### config.mk
export PLATFORM = sky130hd
export DESIGN_NAME = random_start_token_scheduler
export DESIGN_NICKNAME = d
export VERILOG_FILES = /design/src/sv/rtss_pkg.sv /design/src/sv/rtss_ram.sv /design/src/sv/random_start_token_scheduler.sv
export VERILOG_INCLUDE_DIRS = /design/src /design/src/sv
export SDC_FILE = /design/constraint.sdc
export NUM_CORES = 2
export LEC_CHECK = 0
export BUFFER_PORTS_ARGS = -buffer_cell sky130_fd_sc_hd__clkbuf_2
export CORE_AREA = 3 3 816 818
export DETAILED_ROUTE_END_ITERATION = 12
export DIE_AREA = 0 0 819 821
export PLACE_DENSITY_LB_ADDON = 0.3
export SYNTH_ARGS = -nofsm -noshare
export SYNTH_HDL_FRONTEND = slang
export SYNTH_MEMORY_MAX_BITS = 65536
export SYNTH_SLANG_ARGS = --single-unit
### constraint.sdc
create_clock -name clk_i -period 11.85 [get_ports clk_i]
set_clock_uncertainty 0.05 [all_clocks]
set_input_delay 3.555 -clock clk_i [delete_from_list [all_inputs] [get_ports clk_i]]
set_output_delay 3.555 -clock clk_i [all_outputs]
set_load 0.02 [all_outputs]
### src/sv/assert_macros.svh
// Assertion macros shared by the token scheduler RTL.
// No dependencies; included by files that carry concurrent assertions.
`ifndef ASSERT_MACROS_SVH
`define ASSERT_MACROS_SVH

// Concurrent check on an explicit clock and active-low reset.
`define ASSERT_RST(lbl, clk, rstn, prop) \
  lbl: assert property (@(posedge clk) disable iff (!rstn) (prop)) \
    else $error("assertion failed");

// Concurrent check on the default clk_i / rst_ni pair.
`define ASSERT_STD(lbl, prop) \
  `ASSERT_RST(lbl, clk_i, rst_ni, prop)

`endif

### src/sv/rtss_pkg.sv
// Package for the random start token scheduler: types, codes and defaults.
// No dependencies; used by rtss_ram and random_start_token_scheduler.
`timescale 1ns / 1ps
`default_nettype none

package rtss_pkg;

  localparam int MaxRequestersDef = 64;
  localparam logic [31:0] TimeoutRst = 32'd200_000_000;
  localparam int StateW = 2;
  localparam int TimeW = 64;
  localparam int RndW = 32;
  localparam int IdW = 7;

  typedef enum logic [1:0] {
    OP_REGISTER = 2'd0,
    OP_SYNC     = 2'd1,
    OP_TICK     = 2'd2,
    OP_NOP      = 2'd3
  } opcode_e;

  typedef enum logic [StateW-1:0] {
    RS_UNKNOWN = 2'd0,
    RS_RUNNING = 2'd1,
    RS_WAITING = 2'd2,
    RS_TIMEOUT = 2'd3
  } req_state_e;

  typedef struct packed {
    logic           overflow_error;
    logic [IdW-1:0] assigned_id;
    logic           caller_waits;
    logic [IdW-1:0] granted_id;
    logic           granted;
  } result_t;

endpackage

`default_nettype wire

### src/sv/rtss_ram.sv
// Generic single-write, single-read RAM with registered read data.
// Depends on rtss_pkg for parameter defaults.
`timescale 1ns / 1ps
`default_nettype none

module rtss_ram #(
  parameter int Width = rtss_pkg::StateW,
  parameter int Depth = rtss_pkg::MaxRequestersDef,
  localparam int Aw = $clog2(Depth)
) (
  input  wire logic             clk_i,
  input  wire logic             we_i,
  input  wire logic [Aw-1:0]    waddr_i,
  input  wire logic [Width-1:0] wdata_i,
  input  wire logic [Aw-1:0]    raddr_i,
  output logic      [Width-1:0] rdata_o
);

  logic [Width-1:0] mem_q [Depth];
  logic [Width-1:0] rdata_q;

  always_ff @(posedge clk_i) begin
    if (we_i) begin
      mem_q[waddr_i] <= wdata_i;
    end
    rdata_q <= mem_q[raddr_i];
  end

  assign rdata_o = rdata_q;

endmodule

`default_nettype wire

### src/sv/random_start_token_scheduler.sv
// Path to the result: register goes S_IDLE to S_DONE; sync adds S_SYNC, and S_DIV and S_PICK
// when the token moves; tick adds S_AGE, then S_DIV and S_PICK if no requester is still running.
// One request in flight at a time; the rate is set by the state and time RAM
// scans (one entry a cycle) and the 32-step shift-subtract modulo unit.
// Reset clears the requester count, timeout (to 200000000 ns) and handshake
// state; no clearing pass runs, a state entry is written when its id is handed out.
`timescale 1ns / 1ps
`default_nettype none
`include "assert_macros.svh"

module random_start_token_scheduler #(
  parameter int MaxRequesters = rtss_pkg::MaxRequestersDef
) (
  input  wire logic         clk_i,
  input  wire logic         rst_ni,
  input  wire logic         cfg_valid_i,
  output logic              cfg_ready_o,
  input  wire logic [31:0]  cfg_data_i,     // timeout_ns
  input  wire logic         s_axis_tvalid,
  output logic              s_axis_tready,
  input  wire logic [103:0] s_axis_tdata,   // requester_id[6:0], random_value[38:7],
                                            // now[102:39]
  input  wire logic [1:0]   s_axis_tuser,   // opcode
  output logic              m_axis_tvalid,
  input  wire logic         m_axis_tready,
  output logic [23:0]       m_axis_tdata    // granted[0], granted_id[7:1],
                                            // caller_waits[8], assigned_id[15:9],
                                            // overflow_error[16]
);

  localparam int CW = $clog2(MaxRequesters + 1);
  localparam int AW = $clog2(MaxRequesters);
  localparam int IW = (CW > rtss_pkg::IdW) ? CW : rtss_pkg::IdW;
  localparam int RW = rtss_pkg::RndW;
  localparam int TW = rtss_pkg::TimeW;
  localparam int SW = rtss_pkg::StateW;

  localparam logic [2:0] S_IDLE = 3'd0;
  localparam logic [2:0] S_SYNC = 3'd1;
  localparam logic [2:0] S_AGE  = 3'd2;
  localparam logic [2:0] S_DIV  = 3'd3;
  localparam logic [2:0] S_PICK = 3'd4;
  localparam logic [2:0] S_DONE = 3'd5;

  logic [2:0]                  state_q, state_d;
  logic [CW-1:0]               cnt_q, cnt_d;
  logic [31:0]                 timeout_q;
  logic                        m_tvalid_q, m_tvalid_d;
  logic                        chk_vld_q, chk_vld_d;
  rtss_pkg::result_t           m_tdata_q, m_tdata_d;
  rtss_pkg::result_t           res_q, res_d;
  logic [1:0]                  op_q, op_d;
  logic [rtss_pkg::IdW-1:0]    id_q, id_d;
  logic [RW-1:0]               rnd_q, rnd_d;
  logic [TW-1:0]               now_q, now_d;
  logic [AW-1:0]               iss_addr_q, iss_addr_d;
  logic [CW-1:0]               iss_cnt_q, iss_cnt_d;
  logic [AW-1:0]               chk_addr_q, chk_addr_d;
  logic                        anyrun_q, anyrun_d;
  logic [CW-1:0]               rem_q, rem_d;
  logic [4:0]                  step_q, step_d;
  logic [AW-1:0]               start_q, start_d;

  logic                        st_we;
  logic [AW-1:0]               st_waddr, st_raddr;
  logic [SW-1:0]               st_wdata, st_rdata;
  logic                        tm_we;
  logic [AW-1:0]               tm_waddr;
  logic [TW-1:0]               tm_rdata;

  logic [rtss_pkg::IdW-1:0]    in_id;
  logic                        in_id_ok;
  logic                        issue;
  logic [AW-1:0]               iss_next;
  logic [TW:0]                 age;
  logic                        expired;
  logic [CW:0]                 shifted;
  logic [AW-1:0]               g_addr;
  logic [CW-1:0]               g_id;
  logic                        do_grant;

  assign in_id = s_axis_tdata[6:0];
  assign in_id_ok = (in_id != '0) && (IW'(in_id) <= IW'(cnt_q));
  assign issue = (iss_cnt_q != cnt_q);
  assign iss_next = ((CW'(iss_addr_q) + CW'(1)) == cnt_q) ? '0 : iss_addr_q + AW'(1);
  assign age = {1'b0, now_q} - {1'b0, tm_rdata};
  assign expired = !age[TW] && (age[TW-1:0] >= {{(TW-32){1'b0}}, timeout_q});
  assign shifted = {rem_q, rnd_q[RW-1]};
  assign g_id = CW'(g_addr) + CW'(1);

  always_comb begin
    state_d    = state_q;
    cnt_d      = cnt_q;
    m_tvalid_d = m_tvalid_q;
    m_tdata_d  = m_tdata_q;
    chk_vld_d  = chk_vld_q;
    res_d      = res_q;
    op_d       = op_q;
    id_d       = id_q;
    rnd_d      = rnd_q;
    now_d      = now_q;
    iss_addr_d = iss_addr_q;
    iss_cnt_d  = iss_cnt_q;
    chk_addr_d = chk_addr_q;
    anyrun_d   = anyrun_q;
    rem_d      = rem_q;
    step_d     = step_q;
    start_d    = start_q;
    st_we      = 1'b0;
    st_waddr   = chk_addr_q;
    st_wdata   = rtss_pkg::RS_UNKNOWN;
    st_raddr   = iss_addr_q;
    tm_we      = 1'b0;
    g_addr     = start_q;
    do_grant   = 1'b0;

    if (m_tvalid_q && m_axis_tready) begin
      m_tvalid_d = 1'b0;
    end

    // advance the read pipeline of a scan
    if (state_q == S_AGE || state_q == S_PICK) begin
      if (issue) begin
        iss_addr_d = iss_next;
        iss_cnt_d  = iss_cnt_q + CW'(1);
        chk_vld_d  = 1'b1;
        chk_addr_d = iss_addr_q;
      end else begin
        chk_vld_d = 1'b0;
      end
    end

    unique case (state_q)
      S_IDLE: begin
        chk_vld_d = 1'b0;
        if (s_axis_tvalid) begin
          op_d  = s_axis_tuser;
          id_d  = in_id;
          rnd_d = s_axis_tdata[38:7];
          now_d = s_axis_tdata[102:39];
          res_d = '0;
          state_d = S_DONE;
          unique case (rtss_pkg::opcode_e'(s_axis_tuser))
            rtss_pkg::OP_REGISTER: begin
              if (cnt_q == CW'(MaxRequesters)) begin
                res_d.overflow_error = 1'b1;
              end else begin
                st_we    = 1'b1;
                st_waddr = cnt_q[AW-1:0];
                st_wdata = rtss_pkg::RS_UNKNOWN;
                cnt_d    = cnt_q + CW'(1);
                res_d.assigned_id = rtss_pkg::IdW'(cnt_q + CW'(1));
              end
            end
            rtss_pkg::OP_SYNC: begin
              if (in_id_ok) begin
                st_raddr = AW'(IW'(in_id) - IW'(1));
                state_d  = S_SYNC;
              end
            end
            rtss_pkg::OP_TICK: begin
              if (cnt_q != '0) begin
                iss_addr_d = '0;
                iss_cnt_d  = '0;
                anyrun_d   = 1'b0;
                state_d    = S_AGE;
              end
            end
            default: begin
              state_d = S_DONE;
            end
          endcase
        end
      end
      S_SYNC: begin
        st_we    = 1'b1;
        st_waddr = AW'(IW'(id_q) - IW'(1));
        st_wdata = rtss_pkg::RS_WAITING;
        if (st_rdata == rtss_pkg::RS_RUNNING) begin
          rem_d   = '0;
          step_d  = '0;
          state_d = S_DIV;
        end else begin
          res_d.caller_waits = 1'b1;
          state_d = S_DONE;
        end
      end
      S_AGE: begin
        if (chk_vld_q && st_rdata == rtss_pkg::RS_RUNNING) begin
          if (expired) begin
            st_we    = 1'b1;
            st_waddr = chk_addr_q;
            st_wdata = rtss_pkg::RS_TIMEOUT;
          end else begin
            anyrun_d = 1'b1;
          end
        end
        if (!issue && !chk_vld_q) begin
          if (anyrun_q) begin
            state_d = S_DONE;
          end else begin
            rem_d   = '0;
            step_d  = '0;
            state_d = S_DIV;
          end
        end
      end
      S_DIV: begin
        if (shifted >= {1'b0, cnt_q}) begin
          rem_d = CW'(shifted - {1'b0, cnt_q});
        end else begin
          rem_d = shifted[CW-1:0];
        end
        rnd_d  = rnd_q << 1;
        step_d = step_q + 5'd1;
        if (step_q == 5'd31) begin
          start_d    = rem_d[AW-1:0];
          iss_addr_d = (({1'b0, rem_d} + (CW+1)'(1)) == {1'b0, cnt_q}) ?
                       '0 : rem_d[AW-1:0] + AW'(1);
          iss_cnt_d  = '0;
          chk_vld_d  = 1'b0;
          state_d    = S_PICK;
        end
      end
      S_PICK: begin
        if (chk_vld_q && st_rdata == rtss_pkg::RS_WAITING) begin
          g_addr   = chk_addr_q;
          do_grant = 1'b1;
        end else if (!issue && !chk_vld_q) begin
          g_addr   = start_q;
          do_grant = 1'b1;
        end
        if (do_grant) begin
          st_we    = 1'b1;
          st_waddr = g_addr;
          st_wdata = rtss_pkg::RS_RUNNING;
          tm_we    = 1'b1;
          res_d.granted      = 1'b1;
          res_d.granted_id   = rtss_pkg::IdW'(g_id);
          res_d.caller_waits = (op_q == rtss_pkg::OP_SYNC) && (IW'(g_id) != IW'(id_q));
          chk_vld_d = 1'b0;
          state_d   = S_DONE;
        end
      end
      S_DONE: begin
        if (!m_tvalid_q || m_axis_tready) begin
          m_tvalid_d = 1'b1;
          m_tdata_d  = res_q;
          state_d    = S_IDLE;
        end
      end
      default: begin
        state_d = S_IDLE;
      end
    endcase
  end

  assign tm_waddr = g_addr;

  always_ff @(posedge clk_i or negedge rst_ni) begin
    if (!rst_ni) begin
      state_q    <= S_IDLE;
      cnt_q      <= '0;
      timeout_q  <= rtss_pkg::TimeoutRst;
      m_tvalid_q <= 1'b0;
      chk_vld_q  <= 1'b0;
    end else begin
      state_q    <= state_d;
      cnt_q      <= cnt_d;
      m_tvalid_q <= m_tvalid_d;
      chk_vld_q  <= chk_vld_d;
      if (cfg_valid_i) begin
        timeout_q <= cfg_data_i;
      end
    end
  end

  always_ff @(posedge clk_i) begin
    m_tdata_q  <= m_tdata_d;
    res_q      <= res_d;
    op_q       <= op_d;
    id_q       <= id_d;
    rnd_q      <= rnd_d;
    now_q      <= now_d;
    iss_addr_q <= iss_addr_d;
    iss_cnt_q  <= iss_cnt_d;
    chk_addr_q <= chk_addr_d;
    anyrun_q   <= anyrun_d;
    rem_q      <= rem_d;
    step_q     <= step_d;
    start_q    <= start_d;
  end

  rtss_ram #(
    .Width (SW),
    .Depth (MaxRequesters)
  ) u_state_ram (
    .clk_i   (clk_i),
    .we_i    (st_we),
    .waddr_i (st_waddr),
    .wdata_i (st_wdata),
    .raddr_i (st_raddr),
    .rdata_o (st_rdata)
  );

  rtss_ram #(
    .Width (TW),
    .Depth (MaxRequesters)
  ) u_time_ram (
    .clk_i   (clk_i),
    .we_i    (tm_we),
    .waddr_i (tm_waddr),
    .wdata_i (now_q),
    .raddr_i (iss_addr_q),
    .rdata_o (tm_rdata)
  );

  assign cfg_ready_o   = 1'b1;
  assign s_axis_tready = (state_q == S_IDLE);
  assign m_axis_tvalid = m_tvalid_q;
  assign m_axis_tdata  = {7'b0, m_tdata_q};

  `ASSERT_STD(a_accept_busy, (s_axis_tvalid && s_axis_tready) |=> (state_q != S_IDLE))
  `ASSERT_STD(a_cnt_cap, cnt_q <= CW'(MaxRequesters))
  `ASSERT_STD(a_chk_in_range, chk_vld_q |-> (CW'(chk_addr_q) < cnt_q))

endmodule

`default_nettype wire
---- Word level (Yosys, flattened, before mapping) ----
Memories as Yosys holds them, arrays and structs flattened. A register that Yosys moved wholly into a read port is not among the register bits.
Cells that the tools add are included.
operators by class
  $add $sub $neg .......................... 12
  magnitude comparators ................... 3
  eq/ne operators ......................... 28
  multiplexer cells ....................... 89
  bitwise gates (word level) .............. 2
  reduce and logical (&&, ||, !) cells .... 34
operators with widths
  kind                 count
  $mux 6               18
  $mux 7               11
  $sub 64x64->65       1
  $ge 64x32->1         1
  $pmux 32 s2          1
  $mux 32              1
  $mux 1               29
  $mux 3               9
  $pmux 7 s3           1
  $mux 9               2
  $pmux 3 s6           1
  $pmux 6 s3           1
  $pmux 8 s2           1
  $mux 5               3
  $pmux 5 s3           1
  $add 6x1->7 const B  2
  $add 7x1->7 const B  2
  $ne 2x2->1 const B   7
  $ne 7x7->1           2
  $pmux 7 s2           1
  $reduce_bool 7->1    2
  $add 6x1->6 const B  2
  $pmux 6 s2           1
  $reduce_and 4->1     3
  35 further kinds     65
storage, ports and cells
  flip-flop bits (word level) ............. 221
  RAM bits ................................ 4224
  output and inout bits ................... 27
  word-level logic and storage cells ...... 196
  memories kept ........................... 2
memories
  name               depth  width  read ports  clocked after memory_dff  write ports  RTL line        RTL
  u_time_ram.mem_q   64     64     1           1                         1            rtss_ram.sv:19  logic [Width-1:0] mem_q [Depth];
  u_state_ram.mem_q  64     2      1           1                         1            rtss_ram.sv:19

---- Longest topological paths before layout ----
  depth in word-level cells ............... 10
  depth in mapped cells ................... 24

---- Cells and area by module ----
Synthesis repeated with hierarchy kept, for this count alone.
second synthesis, totals
  cells, all modules ...................... 8663
  area, all modules ....................... 177410.2 um^2
modules (own cells, without submodules)
  module                        times used  cells each  area an instance (um^2)  sequential area each (um^2)
  rtss_ram at u_time_ram        1           6598        156348.7                 124279.2
  random_start_token_scheduler  1           1750        15572.4                  6301.0
  rtss_ram at u_state_ram       1           315         5489.0                   3883.7

---- Worst setup path before layout ----
Ideal clock, no wire load.
  kind .................................... register -> register
  start point ............................. reg state_q[1]
  end point ............................... mem u_time_ram.mem_q[8][0] (netlist name), enable pin
  arrival time ............................ 6382 ps
  data required time ...................... 11236 ps
  setup slack ............................. 4854 ps
  stages on the path, launching flop included .. 8
  path buffers ............................ 1
  period minus slack after synthesis ...... 6996 ps
  cells stage by stage .................... dfrtp_1 -> buf_2 -> nor2_1 -> nand2_1 -> nor2_2 -> mux2i_1 -> nand3_1 -> nor3_1
between the ends
  word-level cells in the longest chain between the ends .. 4
RTL lines
  what                          RTL line                             RTL
  from (decl)                   random_start_token_scheduler.sv:45   logic [2:0] state_q, state_d;
  from (signal assigned)        random_start_token_scheduler.sv:268  state_q <= state_d;
  $eq 3x3->1 (*)                random_start_token_scheduler.sv:133  unique case (state_q)
  $mux 1                        random_start_token_scheduler.sv:133
  $mux 1                        rtss_ram.sv:23                       if (we_i) begin
  $mux 1 (not written as such)  rtss_ram.sv:24                       mem_q[waddr_i] <= wdata_i;
  to (decl)                     rtss_ram.sv:19
Mark *: on every way between the ends. The rest lies on a longest branch, timed or not.

---- Worst setup path in the final report ----
  start point ............................. reg now_q[0]
  end point ............................... mem u_state_ram.mem_q[22][0] (netlist name) (data pin)
between the ends
  word-level cells in the longest chain between the ends .. 6
RTL lines
  what                                             RTL line                             RTL
  from (decl)                                      random_start_token_scheduler.sv:55   logic [TW-1:0] now_q, now_d;
  from (signal assigned)                           random_start_token_scheduler.sv:284  now_q <= now_d;
  $sub 64x64->65 (*)                               random_start_token_scheduler.sv:86   assign age = {1'b0, now_q} - {1'b0, tm_rdata};
  $ge 64x32->1 or $logic_not 1->1 (tied branches)  random_start_token_scheduler.sv:87   assign expired = !age[TW] && (age[TW-1:0] >= {{(TW-32){1'b0}}, timeout_q});
  $logic_and 1x1->1 (*)                            random_start_token_scheduler.sv:87
  $mux 2 (*)                                       random_start_token_scheduler.sv:190  if (expired) begin
  $mux 2 (*)                                       random_start_token_scheduler.sv:189  if (chk_vld_q && st_rdata == rtss_pkg::RS_RUNNING) begin
  $pmux 2 s3 (*)                                   random_start_token_scheduler.sv:133
  net st_wdata[0]                                  random_start_token_scheduler.sv:66   logic [SW-1:0] st_wdata, st_rdata;
  to (decl)                                        rtss_ram.sv:19
The timed path passes the listed nets; every way through them passes the cells marked *.

==> flow_metrics.tcl <==
set metrics [dict create \
    status "finished clean" \
    die_w_um 819 \
    worst_slew_pin_slew_ns 1.36 \
    core_area_mm2 0.658 \
    rows 298 \
    use_met1 0.215 \
    synthArstFlopShare 0.00975 \
    cts_tree "yes" \
    drc 0 \
    synth_cell_types 108 \
    dr.pass1.iters 8 \
    synth_edf_count 4388 \
    grt_pass1_wl_um 735000 \
    p_int_uw 32600 \
    met3_usage 0.0227 \
    ys_seq_area_frac 0.756 \
    final_cell_mix "edfxtp_1, mux4_2, clkbuf_16" \
    max_slew_margin 0.0865 \
    ys_warn_count 0 \
    clock-root-buffer "clkbuf_16" \
    cts_inserted_buffers 461 \
    busiest_layer "met2" \
    clk_pin_slew_ns 0.06 \
    dp_hpwl_um 287000 \
    hold_violations 0 \
    maxCapViolations 0 \
    post-route-period-util 0.691 \
    setup_violations 0 \
    gr-usage-all-layers 0.154 \
    nFillCells 62700 \
    initial_core_util 0.270 \
    pin_count 170 \
    critPathRequiredTime_ns 12.42 \
    dieArea_mm2 0.672 \
    clock-sinks 4511 \
    fmax_mhz 122 \
    ys_ff_latch 4511 \
    postCtsSetupRepairBufs 0 \
    h-tree-depth 5 \
    rsz0062_at_grt "no" \
    clkLatencyLatePin_ns 1.03 \
    drive_gt1_frac 0.284 \
    switching_share 0.302 \
    startpoint_type "register" \
    antenna_found_initial 41 \
    post-route-min-period_ns 8.18 \
    synth_area_per_cell_um2 21.7 \
    met2_usage 0.253 \
    first_global_vias 90300 \
    wl_per_cell_um 30.0 \
    clock_path_buffers 4 \
    drt_wl_total_um 534000 \
    syn_to_final_growth_pct 15.7 \
    grt_max_degree 137 \
    hold_buffers 0 \
    postLayoutCoreUtil 0.313 \
    port_buffers 160 \
    cp-end-kind "register" \
    critPathKind "register to register" \
    nets 8942 \
    hold_path_class "register to register" \
    comb_power_share 0.291 \
    post-route-cell-area_mm2 0.206 \
    p_switching_uw 14100 \
    powerDensity_mw_per_mm2 227 \
    vias 89500 \
    grt-ovfl-total 0 \
    via_per_inst 5.04 \
    report.final.slew_viol_count 0 \
    seq_power_share 0.400 \
    dpl_cell_area_mm2 0.191 \
    die_h_um 821 \
    syn_inst 8195 \
    vdd_drop_max_mv 0.178 \
    critPathMaxFanout 65 \
    crit_arrival_ns 8.75 \
    layout_commonest_cell "edfxtp_1" \
    pwr-share-clk 0.309 \
    drtIter0Drc 11200 \
    post_cts_resized 0 \
    postRouteAntennaNets 0 \
    synth_flop_cell "edfxtp_1" \
    gp_congestion 0.874 \
    leakage_uw 0.0631 \
    synth_area_mm2 0.178 \
    fin_setup_tns_ns 0 \
]
[routing by layer]
layer  vias to the layer above  part of all wire
li1                      35400                 -
met1                     49400              0.42
met2                      3792              0.48
met3                       828             0.071
met4                        14             0.029
met5                         -           0.00017
[metrics by stage]
step           instances  hold WS (ns)  total power [µW]  worst slack, ns
2_1_floorplan       8201         0.350             28500             4.85
3_3_place_gp       16900         0.362             32600             3.99
3_5_place_dp       16900         0.356             32700             4.09
4_1_cts            17800         0.370             47100             4.02
5_1_grt            17800         0.384             48500             3.52
6_report           17800         0.368             46600             3.67
[cell type report]
| cell class | count | area, µm² | area share |
|---|---|---|---|
| clock buffers | 610 | 12500 | 0.0606 |
| clock inverters | 242 | 2500 | 0.0122 |
| flip-flops and latches | 4511 | 134000 | 0.653 |
| repair buffers | 419 | 3140 | 0.0152 |
| well taps | 8700 | 10900 | 0.0529 |
| inverters | 142 | 548 | 0.00266 |
| diodes | 6 | 15.0 | 0.0000729 |
| multi-input cells | 3138 | 41800 | 0.203 |
[final timing paths]
| check | slack (ns) | cells after the start | from | to |
|---|---|---|---|---|
| setup / recovery | 3.67 | 23 | now_q[0] | u_state_ram.mem_q[22][0] |
| hold / removal | 0.37 | 0 | res_q[9] | m_axis_tdata[9] |
| setup reg to reg | 3.67 | 23 | now_q[0] | u_state_ram.mem_q[22][0] |
| hold reg to reg | 0.37 | 0 | res_q[9] | m_axis_tdata[9] |
| max in group asynchronous | 8.53 | 1 | rst_ni | timeout_q[26] |
| min in group asynchronous | 2.58 | 1 | rst_ni | timeout_q[0] |
[power groups by stage]
stage               registers, µW  clock network, µW  logic [µW]
floorplan                   19100                  0        9380
global placement            19000                  0       13600
detailed placement          19000                  0       13700
CTS                         18700              14700       13800
global route                18700              15300       14500
finish                      18700              14400       13600
[critical path, cell delays in order (launching register included)]
cell,delay [ns]
edfxtp_1,0.32
buf_4,0.50
inv_1,0.10
ha_1,0.30
fa_1,0.44
nand2b_1,0.24
a2111oi_2,0.78
o21ai_1,0.40
a21oi_1,0.41
nor2_1,0.10
xnor2_1,0.14
ha_1,0.33
nand4_1,0.15
nor4_1,0.10
o21ai_0,0.13
a31oi_1,0.16
a2111oi_0,0.42
nand3_1,0.13
or4_1,0.55
nor4_1,0.44
nand4_1,0.63
o21ai_1,0.41
nand2_1,0.09
buf_4,0.34
[synthesized netlist by cell type (all sizes together) (14+ instances only)]
cell type | n | area (µm²)
nor2 | 216 | 813
ha | 124 | 1550
dfrtp | 32 | 801
nand2 | 404 | 1520
xor2 | 39 | 342
mux2i | 41 | 423
o21ai | 152 | 791
dfxtp | 79 | 1580
o211ai | 17 | 138
nand3 | 76 | 385
xnor2 | 70 | 613
a211oi | 15 | 123
o31ai | 14 | 133
edfxtp | 4388 | 132000
a21o | 17 | 129
buf | 162 | 768
and3 | 22 | 138
inv | 140 | 526
nand4 | 59 | 390
a21oi | 205 | 1060
nand2b | 14 | 87.6
clkbuf | 248 | 931
nor4 | 19 | 168
nor2b | 14 | 87.6
a31oi | 25 | 156
or3 | 17 | 106
mux4 | 1344 | 30300
and2 | 14 | 92.6
nor3 | 46 | 267
o21a | 19 | 150
[cell families (layout without fill, tap and decap cells)]
logic type,after synthesis,in the layout,share of synthesized area
flip-flops,4511,4511,0.756
XOR/XNOR,109,109,0.00536
multiplexers,1394,1394,0.173
other,2,14,0.0000422
buffers and inverters,552,1413,0.0125
adder cells (fa/ha/maj),126,126,0.00894
AND/OR/NAND/NOR,945,945,0.0250
AO/OA/AOI/OAI,556,556,0.0196
[state kept, by name, indices dropped and copies added, names as in the netlist, 6 cells and up]
signal / cells
timeout_q: 32
iss_addr_q: 6
m_axis_tdata: 17
rem_q: 7
id_q: 7
u_time_ram.mem_q: 4096
iss_cnt_q: 7
u_state_ram.mem_q: 128
now_q: 64
res_q: 17
u_time_ram.rdata_o: 64
start_q: 6
cnt_q: 7
chk_addr_q: 6
rnd_q: 32
Note: power is estimated with default switching activity, not from simulation.
